--- config.mk ---
export PLATFORM = sky130hd
export DESIGN_NAME = cubic_bisection_root_finder
export DESIGN_NICKNAME = d
export VERILOG_FILES = /design/src/rtl/cbrf_pkg.sv /design/src/rtl/cbrf_eval.sv /design/src/rtl/cubic_bisection_root_finder.sv
export SDC_FILE = /design/constraint.sdc
export NUM_CORES = 2
export LEC_CHECK = 0
export BUFFER_PORTS_ARGS = -buffer_cell sky130_fd_sc_hd__buf_4
export CORE_ASPECT_RATIO = 0.8
export CORE_UTILIZATION = 59
export CTS_CLUSTER_SIZE = 30
export DETAILED_ROUTE_END_ITERATION = 8
export PLACE_DENSITY_LB_ADDON = 0.05
export SLEW_MARGIN = 20
export SYNTH_ARGS = -nofsm -noshare
export SYNTH_HDL_FRONTEND = slang
export SYNTH_SLANG_ARGS = --single-unit
--- constraint.sdc ---
create_clock -name clock -period 8.7 [get_ports clock]
set_input_delay 0.87 -clock clock [delete_from_list [all_inputs] [get_ports clock]]
set_output_delay 0.87 -clock clock [all_outputs]
set_load 0.01 [all_outputs]
--- src/rtl/cbrf_pkg.sv ---
// Package with the shared types and constants of the cubic bisection root finder.
package cbrf_pkg;

   localparam int MAX_ITERATIONS = 1000;
   localparam int ITER_W = $clog2(MAX_ITERATIONS + 1);

   localparam int DATA_W = 32;
   localparam int X_W = 23;
   localparam int SQ_W = 29;
   localparam int OPA_W = 30;
   localparam int PROD_W = 53;
   localparam int LIN_W = 46;
   localparam int N_W = 60;
   localparam int MAG_W = 61;
   localparam int LIMIT_W = 51;

   localparam logic signed [DATA_W-1:0] CUBE_LIMIT = 32'sd4194304;
   localparam logic signed [LIN_W-1:0] LIN_OFFSET = 46'sd230 <<< 32;
   localparam logic [MAG_W-1:0] F_SAT_MAG = {1'b1, 60'b0};

   localparam logic [1:0] STATUS_OK = 2'd0;
   localparam logic [1:0] STATUS_INVALID = 2'd1;
   localparam logic [1:0] STATUS_LIMIT = 2'd2;

   typedef struct packed {
      logic signed [DATA_W-1:0] interval_low;
      logic signed [DATA_W-1:0] interval_high;
      logic signed [DATA_W-1:0] tolerance;
      logic signed [DATA_W-1:0] min_width;
   } cbrf_req_type;

   typedef struct packed {
      logic signed [DATA_W-1:0] root;
      logic [1:0]               status;
   } cbrf_rsp_type;

   typedef struct packed {
      logic                     start;
      logic signed [DATA_W-1:0] x;
   } cbrf_eval_req_type;

   typedef struct packed {
      logic             done;
      logic             neg;
      logic             zero;
      logic [MAG_W-1:0] mag;
   } cbrf_eval_rsp_type;

   typedef enum logic [1:0] {
      CT_IDLE,
      CT_EVAL_LO,
      CT_MID,
      CT_EVAL_MID
   } cbrf_ctl_state_type;

   typedef enum logic [1:0] {
      EV_IDLE,
      EV_SQUARE,
      EV_CUBE,
      EV_SUM
   } cbrf_ev_state_type;

endpackage

--- src/rtl/cbrf_eval.sv ---
// Cubic evaluation unit: ten times f(x) in Q32.32 on one shared multiplier.
module cbrf_eval
   import cbrf_pkg::*;
(
   input  logic              clock,
   input  logic              reset,
   input  cbrf_eval_req_type eval_req,
   output cbrf_eval_rsp_type eval_rsp
);

   cbrf_ev_state_type state_ff, state_in;
   logic done_ff, done_in;

   logic signed [X_W-1:0]    x_ff, x_in;
   logic                     sat_ff, sat_in;
   logic                     sat_neg_ff, sat_neg_in;
   logic signed [PROD_W-1:0] mult_ff, mult_in;
   logic signed [LIN_W-1:0]  lin_ff, lin_in;
   logic                     neg_ff, neg_in;
   logic                     zero_ff, zero_in;
   logic [MAG_W-1:0]         mag_ff, mag_in;

   logic signed [OPA_W-1:0]  op_a;
   logic signed [PROD_W-1:0] product;
   logic signed [LIN_W-1:0]  x_ext;
   logic signed [N_W-1:0]    m32;
   logic signed [N_W-1:0]    lin_n;
   logic signed [N_W-1:0]    diff_a;
   logic signed [N_W-1:0]    diff_b;

   always_comb begin
      if (state_ff == EV_CUBE) begin
         op_a = $signed({1'b0, mult_ff[SQ_W+15:16]});
      end else begin
         op_a = {{(OPA_W-X_W){x_ff[X_W-1]}}, x_ff};
      end
      product = op_a * x_ff;
   end

   assign x_ext = {{(LIN_W-X_W){x_ff[X_W-1]}}, x_ff};
   assign m32 = {{(N_W-PROD_W-5){mult_ff[PROD_W-1]}}, mult_ff, 5'b0};
   assign lin_n = {{(N_W-LIN_W){lin_ff[LIN_W-1]}}, lin_ff};
   assign diff_a = m32 - lin_n;
   assign diff_b = lin_n - m32;

   always_comb begin
      state_in = state_ff;
      done_in = 1'b0;
      x_in = x_ff;
      sat_in = sat_ff;
      sat_neg_in = sat_neg_ff;
      mult_in = mult_ff;
      lin_in = lin_ff;
      neg_in = neg_ff;
      zero_in = zero_ff;
      mag_in = mag_ff;
      case (state_ff)
         EV_IDLE: begin
            if (eval_req.start) begin
               x_in = eval_req.x[X_W-1:0];
               sat_in = (eval_req.x >= CUBE_LIMIT) || (eval_req.x <= -CUBE_LIMIT);
               sat_neg_in = eval_req.x[DATA_W-1];
               state_in = EV_SQUARE;
            end
         end
         EV_SQUARE: begin
            mult_in = product;
            lin_in = (x_ext <<< 20) + (x_ext <<< 18) + (x_ext <<< 16) + LIN_OFFSET;
            state_in = EV_CUBE;
         end
         EV_CUBE: begin
            mult_in = product;
            state_in = EV_SUM;
         end
         EV_SUM: begin
            if (sat_ff) begin
               neg_in = sat_neg_ff;
               zero_in = 1'b0;
               mag_in = F_SAT_MAG;
            end else begin
               neg_in = m32 < lin_n;
               zero_in = m32 == lin_n;
               mag_in = (m32 < lin_n) ? {1'b0, diff_b} : {1'b0, diff_a};
            end
            done_in = 1'b1;
            state_in = EV_IDLE;
         end
         default: begin
            state_in = EV_IDLE;
         end
      endcase
   end

   always_ff @(posedge clock) begin
      if (reset) begin
         state_ff <= EV_IDLE;
         done_ff <= 1'b0;
      end else begin
         state_ff <= state_in;
         done_ff <= done_in;
      end
   end

   always_ff @(posedge clock) begin
      x_ff <= x_in;
      sat_ff <= sat_in;
      sat_neg_ff <= sat_neg_in;
      mult_ff <= mult_in;
      lin_ff <= lin_in;
      neg_ff <= neg_in;
      zero_ff <= zero_in;
      mag_ff <= mag_in;
   end

   assign eval_rsp.done = done_ff;
   assign eval_rsp.neg = neg_ff;
   assign eval_rsp.zero = zero_ff;
   assign eval_rsp.mag = mag_ff;

   a_start_idle: assert property (@(posedge clock) disable iff (reset)
      eval_req.start |-> state_ff == EV_IDLE)
      else $error("Evaluation started while the unit was busy.");

   a_done_single: assert property (@(posedge clock) disable iff (reset)
      done_ff |=> !done_ff)
      else $error("Evaluation done held for more than one cycle.");

   a_zero_positive: assert property (@(posedge clock) disable iff (reset)
      done_ff && zero_ff |-> !neg_ff && mag_ff == '0)
      else $error("A zero function value carries a sign or magnitude.");

endmodule

--- src/rtl/cubic_bisection_root_finder.sv ---
// Top level of the bisection root finder for the cubic 3.2x^3 - 2.1x - 23.
// A request with invalid arguments is answered in the cycle after it is accepted.
// Otherwise the result follows one evaluation of the low bound and k halvings
// (k from 1 to 1000): each halving is one evaluation on the shared multiplier.
// A valid request holds busy high until its result strobe, so one request is in flight.
// Synchronous reset returns the sequencer to idle and drops the result strobe.
module cubic_bisection_root_finder
   import cbrf_pkg::*;
(
   input  logic         clock,
   input  logic         reset,
   input  logic         start,
   output logic         busy,
   input  cbrf_req_type req_data,
   output logic         rsp_strobe,
   output cbrf_rsp_type rsp_data
);

   cbrf_ctl_state_type state_ff, state_in;
   logic [ITER_W-1:0] k_ff, k_in;
   logic              rsp_strobe_ff, rsp_strobe_in;

   logic signed [DATA_W-1:0] lo_ff, lo_in;
   logic signed [DATA_W-1:0] hi_ff, hi_in;
   logic signed [DATA_W-1:0] minw_ff, minw_in;
   logic [LIMIT_W-1:0]       limit_ff, limit_in;
   logic                     lo_neg_ff, lo_neg_in;
   logic                     lo_zero_ff, lo_zero_in;
   logic signed [DATA_W-1:0] mid_ff, mid_in;
   logic                     narrow_ff, narrow_in;
   cbrf_rsp_type             rsp_data_ff, rsp_data_in;

   cbrf_eval_req_type eval_req;
   cbrf_eval_rsp_type eval_rsp;

   logic signed [DATA_W:0] sum_lh;
   logic signed [DATA_W:0] diff_lh;
   logic [DATA_W+2:0]      tol10;
   logic                   args_valid;
   logic                   within_tol;
   logic                   same_sign;

   cbrf_eval u_eval (
      .clock    (clock),
      .reset    (reset),
      .eval_req (eval_req),
      .eval_rsp (eval_rsp)
   );

   assign sum_lh = {lo_ff[DATA_W-1], lo_ff} + {hi_ff[DATA_W-1], hi_ff};
   assign diff_lh = {hi_ff[DATA_W-1], hi_ff} - {lo_ff[DATA_W-1], lo_ff};
   assign tol10 = {req_data.tolerance, 3'b0} + {2'b0, req_data.tolerance, 1'b0};
   assign args_valid = !(req_data.interval_low > req_data.interval_high)
                       && (req_data.tolerance > 0)
                       && !req_data.min_width[DATA_W-1];
   assign within_tol = eval_rsp.mag <= {{(MAG_W-LIMIT_W){1'b0}}, limit_ff};
   assign same_sign = !lo_zero_ff && !eval_rsp.zero && (lo_neg_ff == eval_rsp.neg);

   always_comb begin
      state_in = state_ff;
      k_in = k_ff;
      rsp_strobe_in = 1'b0;
      lo_in = lo_ff;
      hi_in = hi_ff;
      minw_in = minw_ff;
      limit_in = limit_ff;
      lo_neg_in = lo_neg_ff;
      lo_zero_in = lo_zero_ff;
      mid_in = mid_ff;
      narrow_in = narrow_ff;
      rsp_data_in = rsp_data_ff;
      eval_req.start = 1'b0;
      eval_req.x = lo_ff;
      case (state_ff)
         CT_IDLE: begin
            if (start) begin
               lo_in = req_data.interval_low;
               hi_in = req_data.interval_high;
               minw_in = req_data.min_width;
               limit_in = {tol10, 16'b0};
               if (args_valid) begin
                  eval_req.start = 1'b1;
                  eval_req.x = req_data.interval_low;
                  k_in = ITER_W'(1);
                  state_in = CT_EVAL_LO;
               end else begin
                  rsp_strobe_in = 1'b1;
                  rsp_data_in.root = '0;
                  rsp_data_in.status = STATUS_INVALID;
               end
            end
         end
         CT_EVAL_LO: begin
            if (eval_rsp.done) begin
               lo_neg_in = eval_rsp.neg;
               lo_zero_in = eval_rsp.zero;
               state_in = CT_MID;
            end
         end
         CT_MID: begin
            mid_in = sum_lh[DATA_W:1];
            narrow_in = diff_lh < {minw_ff[DATA_W-1], minw_ff};
            eval_req.start = 1'b1;
            eval_req.x = sum_lh[DATA_W:1];
            state_in = CT_EVAL_MID;
         end
         CT_EVAL_MID: begin
            if (eval_rsp.done) begin
               if (within_tol || narrow_ff) begin
                  rsp_strobe_in = 1'b1;
                  rsp_data_in.root = mid_ff;
                  rsp_data_in.status = STATUS_OK;
                  state_in = CT_IDLE;
               end else if (k_ff == ITER_W'(MAX_ITERATIONS)) begin
                  rsp_strobe_in = 1'b1;
                  rsp_data_in.root = '0;
                  rsp_data_in.status = STATUS_LIMIT;
                  state_in = CT_IDLE;
               end else begin
                  if (same_sign) begin
                     lo_in = mid_ff;
                     lo_neg_in = eval_rsp.neg;
                     lo_zero_in = eval_rsp.zero;
                  end else begin
                     hi_in = mid_ff;
                  end
                  k_in = k_ff + ITER_W'(1);
                  state_in = CT_MID;
               end
            end
         end
         default: begin
            state_in = CT_IDLE;
         end
      endcase
   end

   always_ff @(posedge clock) begin
      if (reset) begin
         state_ff <= CT_IDLE;
         k_ff <= '0;
         rsp_strobe_ff <= 1'b0;
      end else begin
         state_ff <= state_in;
         k_ff <= k_in;
         rsp_strobe_ff <= rsp_strobe_in;
      end
   end

   always_ff @(posedge clock) begin
      lo_ff <= lo_in;
      hi_ff <= hi_in;
      minw_ff <= minw_in;
      limit_ff <= limit_in;
      lo_neg_ff <= lo_neg_in;
      lo_zero_ff <= lo_zero_in;
      mid_ff <= mid_in;
      narrow_ff <= narrow_in;
      rsp_data_ff <= rsp_data_in;
   end

   assign busy = state_ff != CT_IDLE;
   assign rsp_strobe = rsp_strobe_ff;
   assign rsp_data = rsp_data_ff;

   a_error_root_zero: assert property (@(posedge clock) disable iff (reset)
      rsp_strobe && rsp_data.status != STATUS_OK |-> rsp_data.root == '0)
      else $error("An error result carries a nonzero root.");

   a_status_code: assert property (@(posedge clock) disable iff (reset)
      rsp_strobe |-> rsp_data.status == STATUS_OK || rsp_data.status == STATUS_INVALID
                     || rsp_data.status == STATUS_LIMIT)
      else $error("A result carries an undefined status code.");

   a_iter_range: assert property (@(posedge clock) disable iff (reset)
      busy |-> k_ff != '0 && k_ff <= ITER_W'(MAX_ITERATIONS))
      else $error("The halving count left its range.");

   a_valid_goes_busy: assert property (@(posedge clock) disable iff (reset)
      start && !busy && args_valid |=> busy && !rsp_strobe)
      else $error("A valid request did not start a search.");

   a_done_while_waiting: assert property (@(posedge clock) disable iff (reset)
      eval_rsp.done |-> state_ff == CT_EVAL_LO || state_ff == CT_EVAL_MID)
      else $error("An evaluation finished while the sequencer was not waiting.");

endmodule
; Word-level counts from Yosys, hierarchy flattened
; Cells that the tools add are included.
[word_totals]
reg_bits = 403
latchBits = 0
ram_bits = 0
romBits = 0
inputBits = 131
out_inout_bits = 36
wordCells = 142
memories = 0
[classes]
addsub = 9
mul = 1
div_mod_pow = 0
order_cmp = 7
n_eq_ne = 20
n_shift = 0
muxes = 58
n_bitwise = 0
reduce_logical = 24
[op_table]
columns = operator, count
row1 = $mux W32, 10
row2 = $mux W34, 5
row3 = $pmux W32 S2, 2
row4 = $pmux W34 S2, 1
row5 = $mux W33, 2
row6 = $pmux W33 S2, 1
row7 = $le A61 B51 Y1, 1
row8 = $mux W60, 1
row9 = $sub A46 B58 Y59, 1
row10 = $sub A58 B46 Y59, 1
row11 = $eq A58 B46 Y1, 1
row12 = $lt A58 B46 Y1, 1
row13 = $mul A30 B23 Y53, 1
row14 = $mux W10, 5
row15 = $add A46 B41 Y46 const B, 1
row16 = $add A44 B39 Y45, 1
row17 = $add A43 B41 Y44, 1
row18 = $add A35 B33 Y35, 1
row19 = $add A32 B32 Y33, 1
row20 = $lt A33 B33 Y1, 1
row21 = $sub A32 B32 Y33, 1
row22 = $ge A32 B24 Y1 const B, 1
row23 = $gt A32 B1 Y1 const B, 1
row24 = $gt A32 B32 Y1, 1
row25 = 25 further kinds, 76

; Logic depth before layout (Yosys ltp)
[depth]
depth_word = 9
mapped_depth = 36
ltp_nobuf = 34

; Hierarchy
; A second synthesis with hierarchy kept.
[hier_totals]
hier_cells = 5731
hier_area_um2 = 53164.7
[by_module_without_submodules]
columns = module, instances, cells_per_inst, area_per_inst_um2, seq_area_each_um2
row1 = cbrf_eval, 1, 4077, 37414.6, 5014.8
row2 = cubic_bisection_root_finder, 1, 1654, 15750.1, 6236.0

; Worst setup path after synthesis
; Ideal clock, no wire load.
[synth_path]
kind = flip-flop to flip-flop
start = register u_eval.state_ff[0]
end = register u_eval.mult_ff[37], data pin
setup_time_ns = 0.258
arrival_ns = 8.134
required_ns = 8.442
setup_slack_ns = 0.308
path_stages_with_launch = 33
n_path_buf = 3
synth_period_minus_slack_ns = 8.392
path_cell_list = dfxtp_1 inv_1 ha_1 buf_1 clkbuf_1 mux2_2 clkbuf_1 and2_1 fa_1 fa_1 inv_1 fa_1 fa_1 fa_1 inv_1 fa_1 inv_1 fa_1 inv_1 ha_1 a21o_1 a21o_1 a211o_1 a221o_1 a21oi_1 o211ai_1 and2_1 a211oi_1 nor2b_1 o21a_1 a21o_1 a21oi_1 xnor2_1
[synth_between]
elab_chain_cells = 3
[synth_lines]
columns = element, line
row1 = "start, declared", cbrf_eval.sv:11  ; cbrf_ev_state_type state_ff, state_in;
row2 = "start signal, assigned", cbrf_eval.sv:99  ; state_ff <= state_in;
row3 = $eq A2 B2 Y1, cbrf_eval.sv:32  ; if (state_ff == EV_CUBE) begin
row4 = $mux W30, cbrf_eval.sv:32
row5 = $mul A30 B23 Y53, cbrf_eval.sv:37  ; product = op_a * x_ff;
row6 = named net u_eval.product[37], cbrf_eval.sv:24  ; logic signed [PROD_W-1:0] product;
row7 = "end signal, assigned", cbrf_eval.sv:108  ; mult_ff <= mult_in;
row8 = "end, declared", cbrf_eval.sv:17  ; logic signed [PROD_W-1:0] mult_ff, mult_in;
; The timed path passes the listed nets, and every way through them passes these cells.
; A chain may end at the register's enable or synchronous reset.

; Final worst setup path
[layout_path]
start = register u_eval.state_ff[1]
end = register u_eval.mult_ff[50], data pin
; The elaborated chain is that of the path after synthesis.

==> results.py <==
metrics = {
    "clock_tree": {
        "cts_sinks": 380,
        "cts_setup_buffers": 0,
        "htree_levels": 2,
        "cts_tree": "done",
        "clockBufferDepth": 3,
        "holdBufCountCts": 0,
        "path_clk_slew_ns": 0.06,
        "clockRootBuffer": "clkbuf_16",
        "cts_buffers": 41,
        "clk_latency_ns": 0.60,
    },
    "floorplanning": {
        "core_sq_um": 87630,
        "ios": 167,
        "die_h_microns": 268.3,
        "die_w_microns": 334.9,
        "rows": 97,
        "initial_core_util_pct": 59.70,
        "dieArea_sq_um": 89870,
    },
    "global_route": {
        "grt_use_total_pct": 32.38,
        "grt_pass1_wl_microns": 224300,
        "grt_antenna_before_repair": 3,
        "grt_max_degree": 108,
        "grt-ovfl-total": 0,
        "first_global_vias": 39450,
    },
    "logic_synthesis": {
        "yosysSeqAreaShare_pct": 21.51,
        "async_reset_ff_share_pct": 0,
        "synthXorXnorAreaFrac_pct": 3.533,
        "syn_inst": 5604,
        "synthMostInstantiatedCell": "inv_1",
        "yosys.area.top_type": "fa_1",
        "avgSynthCellArea_sq_um": 9.335,
        "syn_area_sq_um": 52310,
        "synth_top_family_by_area": "adder cells",
        "synth_nets": 6925,
        "synth-edff-count": 364,
        "yosys.area_share.simple_pct": 13.91,
        "ys.flop_type": "edfxtp_1",
        "synthAdderAreaFrac_pct": 39.02,
        "synthMuxAreaShare_pct": 1.198,
        "ys_seq_elements": 380,
        "synth-compound-area-share_pct": 11.07,
        "synth-warning-count": 0,
        "synthDistinctLibCells": 91,
        "yosys-top-cells-count": "inv_1, fa_1, nand2_1",
        "synth_top_area_share_pct": 28.17,
        "synthTopCellsByArea": "fa_1, edfxtp_1, ha_1",
    },
    "routing": {
        "num_vias": 39370,
        "drc": 0,
        "first_iter_violations": 3175,
        "post_drt_wl_per_cell_microns": 20.60,
        "finalWirelength_microns": 142500,
        "vias_per_cell": 5.689,
        "ant_nets": 0,
        "detail_route.first_pass.iterations": 6,
    },
    "sta": {
        "report.final.slew_viol_count": 0,
        "fin_ws_ns": 0.3068,
        "timing.setup.tns_ns": 0,
        "relSlewSlack_pct": 23.03,
        "min_period_ns": 8.393,
        "skew_ns": 0.03841,
        "tightest_slew_ns": 1.142,
        "fin_crit_sh_pct": 96.47,
        "fmax_ghz": 0.1191,
        "hold_viol": 0,
        "setup_violations": 0,
    },
    "critical_path": {
        "reg2reg_slack_ns": 0.31,
        "critical_path_class": "flop to flop",
        "end_kind": "flop",
        "rr_worst_depth": 27,
        "crit_slowest_cell": "fa_1",
        "rr_endpoint": "u_eval.mult_ff[50]",
        "cp_data_arrival_time_ns": 8.70,
        "crit_required_ns": 9.01,
        "slowest_delay_ns": 0.55,
        "crit_fanout": 22,
        "r2r-start": "u_eval.state_ff[1]",
        "startpoint_type": "flop",
        "crit_top_cell": "fa_1",
    },
    "min_path": {
        "hold_depth": 1,
        "hold_end": "minw_ff[20]",
        "worst_hold_startpoint": "req_data[20]",
        "hold_class": "primary input to flop",
    },
    "final_layout": {
        "fin_util_pct": 64.63,
        "post_route_cells_drive_above_1_share_pct": 7.589,
        "area_growth_pct": 8.259,
        "num_antenna_cells": 0,
        "finalNetCount": 7022,
        "final_cell_area_sq_um": 56630,
    },
    "place": {
        "dpl_cell_area_sq_um": 55140,
        "gp_congestion": 0.9553,
        "place_ws_ns": -0.02831,
        "hpwl_microns": 115800,
        "io_buffers": 166,
    },
    "job": {
        "drv_cap": 0,
    },
    "status": {
        "status": "finished clean",
    },
}
logic make-up after synthesis:
family,Yosys count
and+or+nand+nor,1499
buffers and inverters,1356
adders and majority gates,1190
AOI/OAI and AO/OA,910
DFF,380
xor gates and xnor gates,211
muxes,58
layout make-up:
type	count	area [sq um]
repair buffers	288	2208
clock inverters	27	292.8
fillers	7559	30990
clock buffers	47	1070
well taps	1188	1486
inverters	1122	4212
flip-flops and latches	380	11250
multi-input cells	3868	36110
sequential cells by signal (all words and copies together), names as in the netlist, 2 cells and up:
register and count:
u_eval.lin_ff 30, u_eval.state_ff 2, u_eval.x_ff 23, k_ff 10, u_eval.mag_ff 55, state_ff 2, rsp_data 34, mid_ff 32
hi_ff 32, lo_ff 32, minw_ff 32, u_eval.mult_ff 53, limit_ff 34
timing repair:
action	in CTS	in global routing
pin swaps	0	3
endpoints found under the setup margin	3	11
gates resized for setup	2	17
gates cloned	0	1
per-stage QoR:
| step | hold slack [ns] | std cells |
|---|---|---|
| global placement | 0.4769 | 6843 |
| detailed placement | 0.4692 | 6843 |
| floorplan | 0.4278 | 5604 |
| finish | 0.4454 | 6920 |
| global route | 0.4264 | 6920 |
| CTS | 0.4236 | 6917 |
layout by cell type (no fill, tap or decap), types with 177 or more instances in the layout:
| cell type | netlist | final |
|---|---|---|
| edfxtp_1 | 364 | 364 |
| nor2_1 | 302 | 299 |
| nand2_1 | 515 | 515 |
| o21ai_0 | 182 | 177 |
| a21oi_1 | 272 | 270 |
| buf_4 | 1 | 282 |
| fa_1 | 736 | 736 |
| ha_1 | 454 | 449 |
| inv_1 | 1115 | 1114 |
| and2_1 | 316 | 315 |
worst max-delay path by stage:
stage	startpoint	end	slack [ns]	cells past startpoint
finish	u_eval.state_ff[1]	u_eval.mult_ff[50]	0.31	27
CTS	u_eval.state_ff[0]	u_eval.mult_ff[37]	0.01	31
detailed placement	u_eval.state_ff[0]	u_eval.mult_ff[50]	-0.03	28
global route	u_eval.state_ff[0]	u_eval.mult_ff[50]	-0.01	34
global placement	u_eval.state_ff[0]	u_eval.mult_ff[37]	0.0008	30
floorplan	u_eval.state_ff[0]	u_eval.mult_ff[37]	0.31	32
critical path, delay by kind of cell, from the launching register on:
family,cells,cell delay [ns]
fa+ha+maj,9,4.24
compound gates,5,1.13
simple gates,6,0.99
buf+inv,5,0.74
mux,1,0.45
flops,1,0.42
xor+xnor,1,0.14
layer usage:
metal	part of all wire [%]	GRT usage, %	vias up
met5	0.0091	0	-
met4	2.2	7.257	2
li1	-	-	18170
met2	45	50.22	1349
met3	7.1	4.387	189
met1	46	48.43	19660
Power is left out: the tool's default activity adds up to more than one toggle a clock period on the data nets, which glitch-free logic cannot reach.
